### config.mk
export PLATFORM = sky130hd
export DESIGN_NAME = wrgs_update
export DESIGN_NICKNAME = d
export VERILOG_FILES = /design/src/hdl/wrgs_pkg.sv /design/src/hdl/wrgs_update.sv
export SDC_FILE = /design/constraint.sdc
export NUM_CORES = 1
export LEC_CHECK = 0
export ABC_AREA = 1
export BUFFER_PORTS_ARGS = -buffer_cell sky130_fd_sc_hd__buf_2
export CAP_MARGIN = 20
export CORE_MARGIN = 4
export CORE_UTILIZATION = 64
export DETAILED_ROUTE_END_ITERATION = 8
export PLACE_DENSITY = 0.84
export SLEW_MARGIN = 20
export SYNTH_ARGS = -nofsm -noshare
export SYNTH_HDL_FRONTEND = slang
export SYNTH_SLANG_ARGS = --single-unit
### constraint.sdc
create_clock -name clk_i -period 8.1 [get_ports clk_i]
set_clock_uncertainty 0.05 [all_clocks]
set_input_delay 0.81 -clock clk_i [delete_from_list [all_inputs] [get_ports clk_i]]
set_output_delay 0.81 -clock clk_i [all_outputs]
set_load 0.005 [all_outputs]
### src/hdl/wrgs_pkg.sv
// Shared types and constants for the water ripple grid stepper.
`default_nettype none

package wrgs_pkg;

  localparam int MODE_W   = 2;
  localparam int COORD_W  = 6;
  localparam int IO_AMP_W = 16;
  localparam int ATT_W    = 16;
  localparam int KEEP_W   = 17;
  localparam int FRAC_SH  = 17;
  localparam int ROUND_BIAS = 65536;

  localparam logic [KEEP_W-1:0] KEEP_ONE   = 17'h10000;
  localparam logic [KEEP_W-1:0] KEEP_RESET = 17'(65536 - 2048);

  typedef enum logic [MODE_W-1:0] {
    MODE_WRITE = 2'd0,
    MODE_READ  = 2'd1,
    MODE_STEP  = 2'd2,
    MODE_CLEAR = 2'd3
  } mode_e;

  typedef struct packed {
    logic valid;
    logic write;
  } upd_ctl_t;

endpackage

`default_nettype wire

### src/hdl/wrgs_update.sv
// Per-cell update pipeline: difference, damping multiply, round and saturate.
`default_nettype none

module wrgs_update #(
  parameter int AMP_WIDTH = 16,
  parameter int ADDR_W    = 12
) (
  input  logic                           clk_i,
  input  logic                           rst_ni,
  input  logic [wrgs_pkg::KEEP_W-1:0]    keep_i,
  input  wrgs_pkg::upd_ctl_t             in_ctl_i,
  input  logic [ADDR_W-1:0]              in_addr_i,
  input  logic signed [AMP_WIDTH+1:0]    sum_i,
  input  logic signed [AMP_WIDTH-1:0]    prev_i,
  output wrgs_pkg::upd_ctl_t             out_ctl_o,
  output logic [ADDR_W-1:0]              out_addr_o,
  output logic signed [AMP_WIDTH-1:0]    out_value_o,
  output logic                           out_sat_o,
  output logic                           busy_o
);

  localparam int DW = AMP_WIDTH + 3;
  localparam int PW = DW + wrgs_pkg::KEEP_W + 1;
  localparam int RW = PW + 1;
  localparam int VW = RW - wrgs_pkg::FRAC_SH;
  localparam logic signed [VW-1:0] VMax = VW'((64'sd1 <<< (AMP_WIDTH - 1)) - 64'sd1);
  localparam logic signed [VW-1:0] VMin = VW'(-(64'sd1 <<< (AMP_WIDTH - 1)));
  localparam logic signed [RW-1:0] RBias = RW'(wrgs_pkg::ROUND_BIAS);

  wrgs_pkg::upd_ctl_t u1_ctl_q, u2_ctl_q;
  logic [ADDR_W-1:0]        u1_addr_q, u2_addr_q;
  logic signed [DW-1:0]     d_q;
  logic signed [PW-1:0]     prod_q;
  logic signed [wrgs_pkg::KEEP_W:0] keep_s;
  logic signed [RW-1:0]     rnd;
  logic signed [VW-1:0]     v;

  assign keep_s = $signed({1'b0, keep_i});

  always_ff @(posedge clk_i or negedge rst_ni) begin
    if (!rst_ni) begin
      u1_ctl_q <= '0;
      u2_ctl_q <= '0;
    end else begin
      u1_ctl_q <= in_ctl_i;
      u2_ctl_q <= u1_ctl_q;
    end
  end

  always_ff @(posedge clk_i) begin
    u1_addr_q <= in_addr_i;
    d_q       <= DW'(sum_i) - (DW'(prev_i) <<< 1);
    u2_addr_q <= u1_addr_q;
    prod_q    <= d_q * keep_s;
  end

  // floor((d*keep + 2^16) / 2^17)
  assign rnd = RW'(prod_q) + RBias;
  assign v   = $signed(rnd[RW-1:wrgs_pkg::FRAC_SH]);

  always_comb begin
    out_sat_o = 1'b0;
    if (v > VMax) begin
      out_value_o = VMax[AMP_WIDTH-1:0];
      out_sat_o   = 1'b1;
    end else if (v < VMin) begin
      out_value_o = VMin[AMP_WIDTH-1:0];
      out_sat_o   = 1'b1;
    end else begin
      out_value_o = v[AMP_WIDTH-1:0];
    end
  end

  assign out_ctl_o  = u2_ctl_q;
  assign out_addr_o = u2_addr_q;
  assign busy_o     = u1_ctl_q.valid | u2_ctl_q.valid;

endmodule

`default_nettype wire

==> metrics.txt <==
status complete, no violations; post-synthesis sequential area ratio 8.73%; Max Slew Vio Count 0; DR iter-0 viols roughly 810; ANT nets after route 0; r2r setup slk 1.76 ns; CTS tree done; Root Buffer clkbuf_16; crit path kind reg2reg; drt total wl approximately 37 mm; initial antenna violation count 0; GRT overflow 0; Area Overhead vs Synth 5.83%; synthesized netlist cell count 2095; Ports 99; final worst slack approximately 1.8 ns; crit path capture type flop; initial cell density of the core 65.1%; FF/Latch Area between 1000 and 1500 sq um; via count 12733; final net count around 2600; Syn Nets 2594; maximum capacitance violations 0; Worst R2R Start d_q[18]$_DFF_P_; Tot GR Track Use a little under 30%; Fillers ~2000; Slew headroom roughly two fifths; Critical Path RT 8.28 ns; core box area between 20000 and 25000 sq um; clk slew on worst S/H paths around 0.06 ns; Post-synth EDFFs 0; Post-CTS Setup Inserts 0; # H-tree levels 3; DRT Pass-1 Iters 7; multi-input logic area ~12000 sq um; RSZ-0062 raised after global routing false; critical path data arrival time 6.52 ns; Synth Flop Type dfxtp_1; syn_area_per_cell 7.56 sq um; Final Cycle Share between 70% and 80%; die area 27300 sq um; Final min period about 6.3 ns; chip width 165 um; clk sinks 68; vias in the first global route 14026; share of cells above drive strength 1 6.14%; vias per inst 5.18; Netlist Area Pre-Place 15800 sq um; cell taking the most area after synthesis fa_1; Post-synth top cells inv_1 (653), nand2_1 (565), fa_1 (325), ha_1 (107), nor2_1 (71); first-pass GRT wire length 64.1 mm; Reg2Reg Depth 18; YS warnings 0; DRC errors left 0; I/O Buffers 98; Worst setup SP type flop; # hold bufs at CTS 0; Worst Path Max Fanout 17; largest net degree at the start of global routing 20; Worst Tran Pin Value 0.927 ns; Final Wtd Congestion roughly 0.90; FFs w/ async S/R, synth around 5.9%; reg-to-reg endpoint prod_q[29]$_DFF_P_; post_cts resized 0; most common cell in the netlist inv_1; Die Y around 170 um; Setup violations, final 0; FF+latch count, synth 68; antenna diode count 0; pre-CTS setup slack 1.55 ns; Cell variety after synth 38; Min-Delay Path Class in2async; WL per Instance 15.2 um; final hold vios 0; Fmax achieved about 160 MHz; Clock Path Buffers 2; Final TNS setup 0 ns; Skew-Pair Late Insertion Delay 0.35 ns; HPWL after DPL 31.5 mm; CTS Buf Count 9; Row Count 57; Synth area leaders fa_1 (41%), inv_1 (15%), nand2_1 (13%), ha_1 (8.5%), dfxtp_1 (8.1%); post-synth top area share 41.1%
## cells in the final DEF, fill, tap and decap left out, types with 2 or more instances in the layout
cell type	instances
inv_1	653
nand2_1	565
fa_1	325
ha_1	107
buf_2	98
nor2_1	71
dfxtp_1	64
a21oi_1	54
nand3_1	38
xor2_1	30
o21ai_0	21
xnor2_1	13
nand4_1	9
a21o_1	9
o21bai_1	9
clkbuf_16	9
nor3_1	8
a21boi_0	7
nor2_2	5
nand2_2	5
and3_1	4
dfrtp_1	4
o21a_1	3
nor4_1	3
a31oi_1	2
o31ai_1	2
clkinv_4	2
bufinv_16	2
## stage by stage
stage / hold slack, ns / util (%) / area [sq um] / instances
after floorplan: 0.260 / - / 15800 / 2095
after global placement: 0.260 / 67.6 / 16400 / 2443
after detailed placement: 0.263 / 67.6 / 16400 / 2443
after CTS: 0.194 / 68.9 / 16800 / 2459
after global routing: 0.203 / 68.9 / 16800 / 2459
final: 0.207 / 68.9 / 16800 / 2459
## area by class of cell
type	count	share of cell area [%]
clock buffers	9	1.34
clock inverters	7	0.590
inverters	654	14.7
multi-input cells	1299	69.8
flip-flops and latches	68	8.25
well taps	324	2.42
repair buffers	98	2.93
## logic make-up (layout without fill, tap and decap cells)
| kind of cell | Yosys count | after routing | share of synthesized area, % |
|---|---|---|---|
| AND/OR/NAND/NOR | 713 | 713 | 17.9 |
| AO/OA/AOI/OAI | 111 | 111 | 4.09 |
| XOR/XNOR | 43 | 43 | 2.38 |
| flip-flops | 68 | 68 | 8.73 |
| buffers and inverters | 728 | 768 | 17.4 |
| adder cells (fa/ha/maj) | 432 | 432 | 49.6 |
## worst max-delay path, stage by stage, from the launching register on
cell and delay, ns:
dfxtp_1 0.82, nand2_1 0.28, fa_1 0.82, fa_1 0.50
inv_1 0.28, fa_1 0.52, fa_1 0.51, fa_1 0.49
inv_1 0.05, fa_1 0.47, inv_1 0.04, ha_1 0.36
a21oi_1 0.22, o21ai_0 0.22, o21bai_1 0.22, a21oi_1 0.17
nand2_1 0.08, nand2_1 0.06, nand2_1 0.06
## routing by layer
layer  part of all wire, %  GRT usage, %  up-vias
li1                      -             -     5969
met5                     0             0        -
met2                    51          53.5      471
met1                    37          34.6     6152
met3                   5.9          3.70      141
met4                   5.6          15.3        0
## worst max-delay path by stage
stage | start | to | slack (ns)
final | d_q[18]$_DFF_P_ | prod_q[29]$_DFF_P_ | 1.76
after global placement | keep_i[3] | prod_q[36]$_DFF_P_ | 1.60
after global routing | d_q[18]$_DFF_P_ | prod_q[36]$_DFF_P_ | 1.37
after CTS | d_q[18]$_DFF_P_ | prod_q[36]$_DFF_P_ | 1.80
after floorplan | keep_i[4] | prod_q[36]$_DFF_P_ | 1.90
after detailed placement | keep_i[3] | prod_q[36]$_DFF_P_ | 1.55
## state kept, by name, summed over array words and instances, names as in the netlist
signal,cells
prod_q,21
u1_addr_q,12
out_addr_o,12
out_ctl_o,2
u1_ctl_q,2
d_q,19
Power is not shown: default switching activity piles up to over one toggle a cycle in this logic, so the estimate is an artifact.
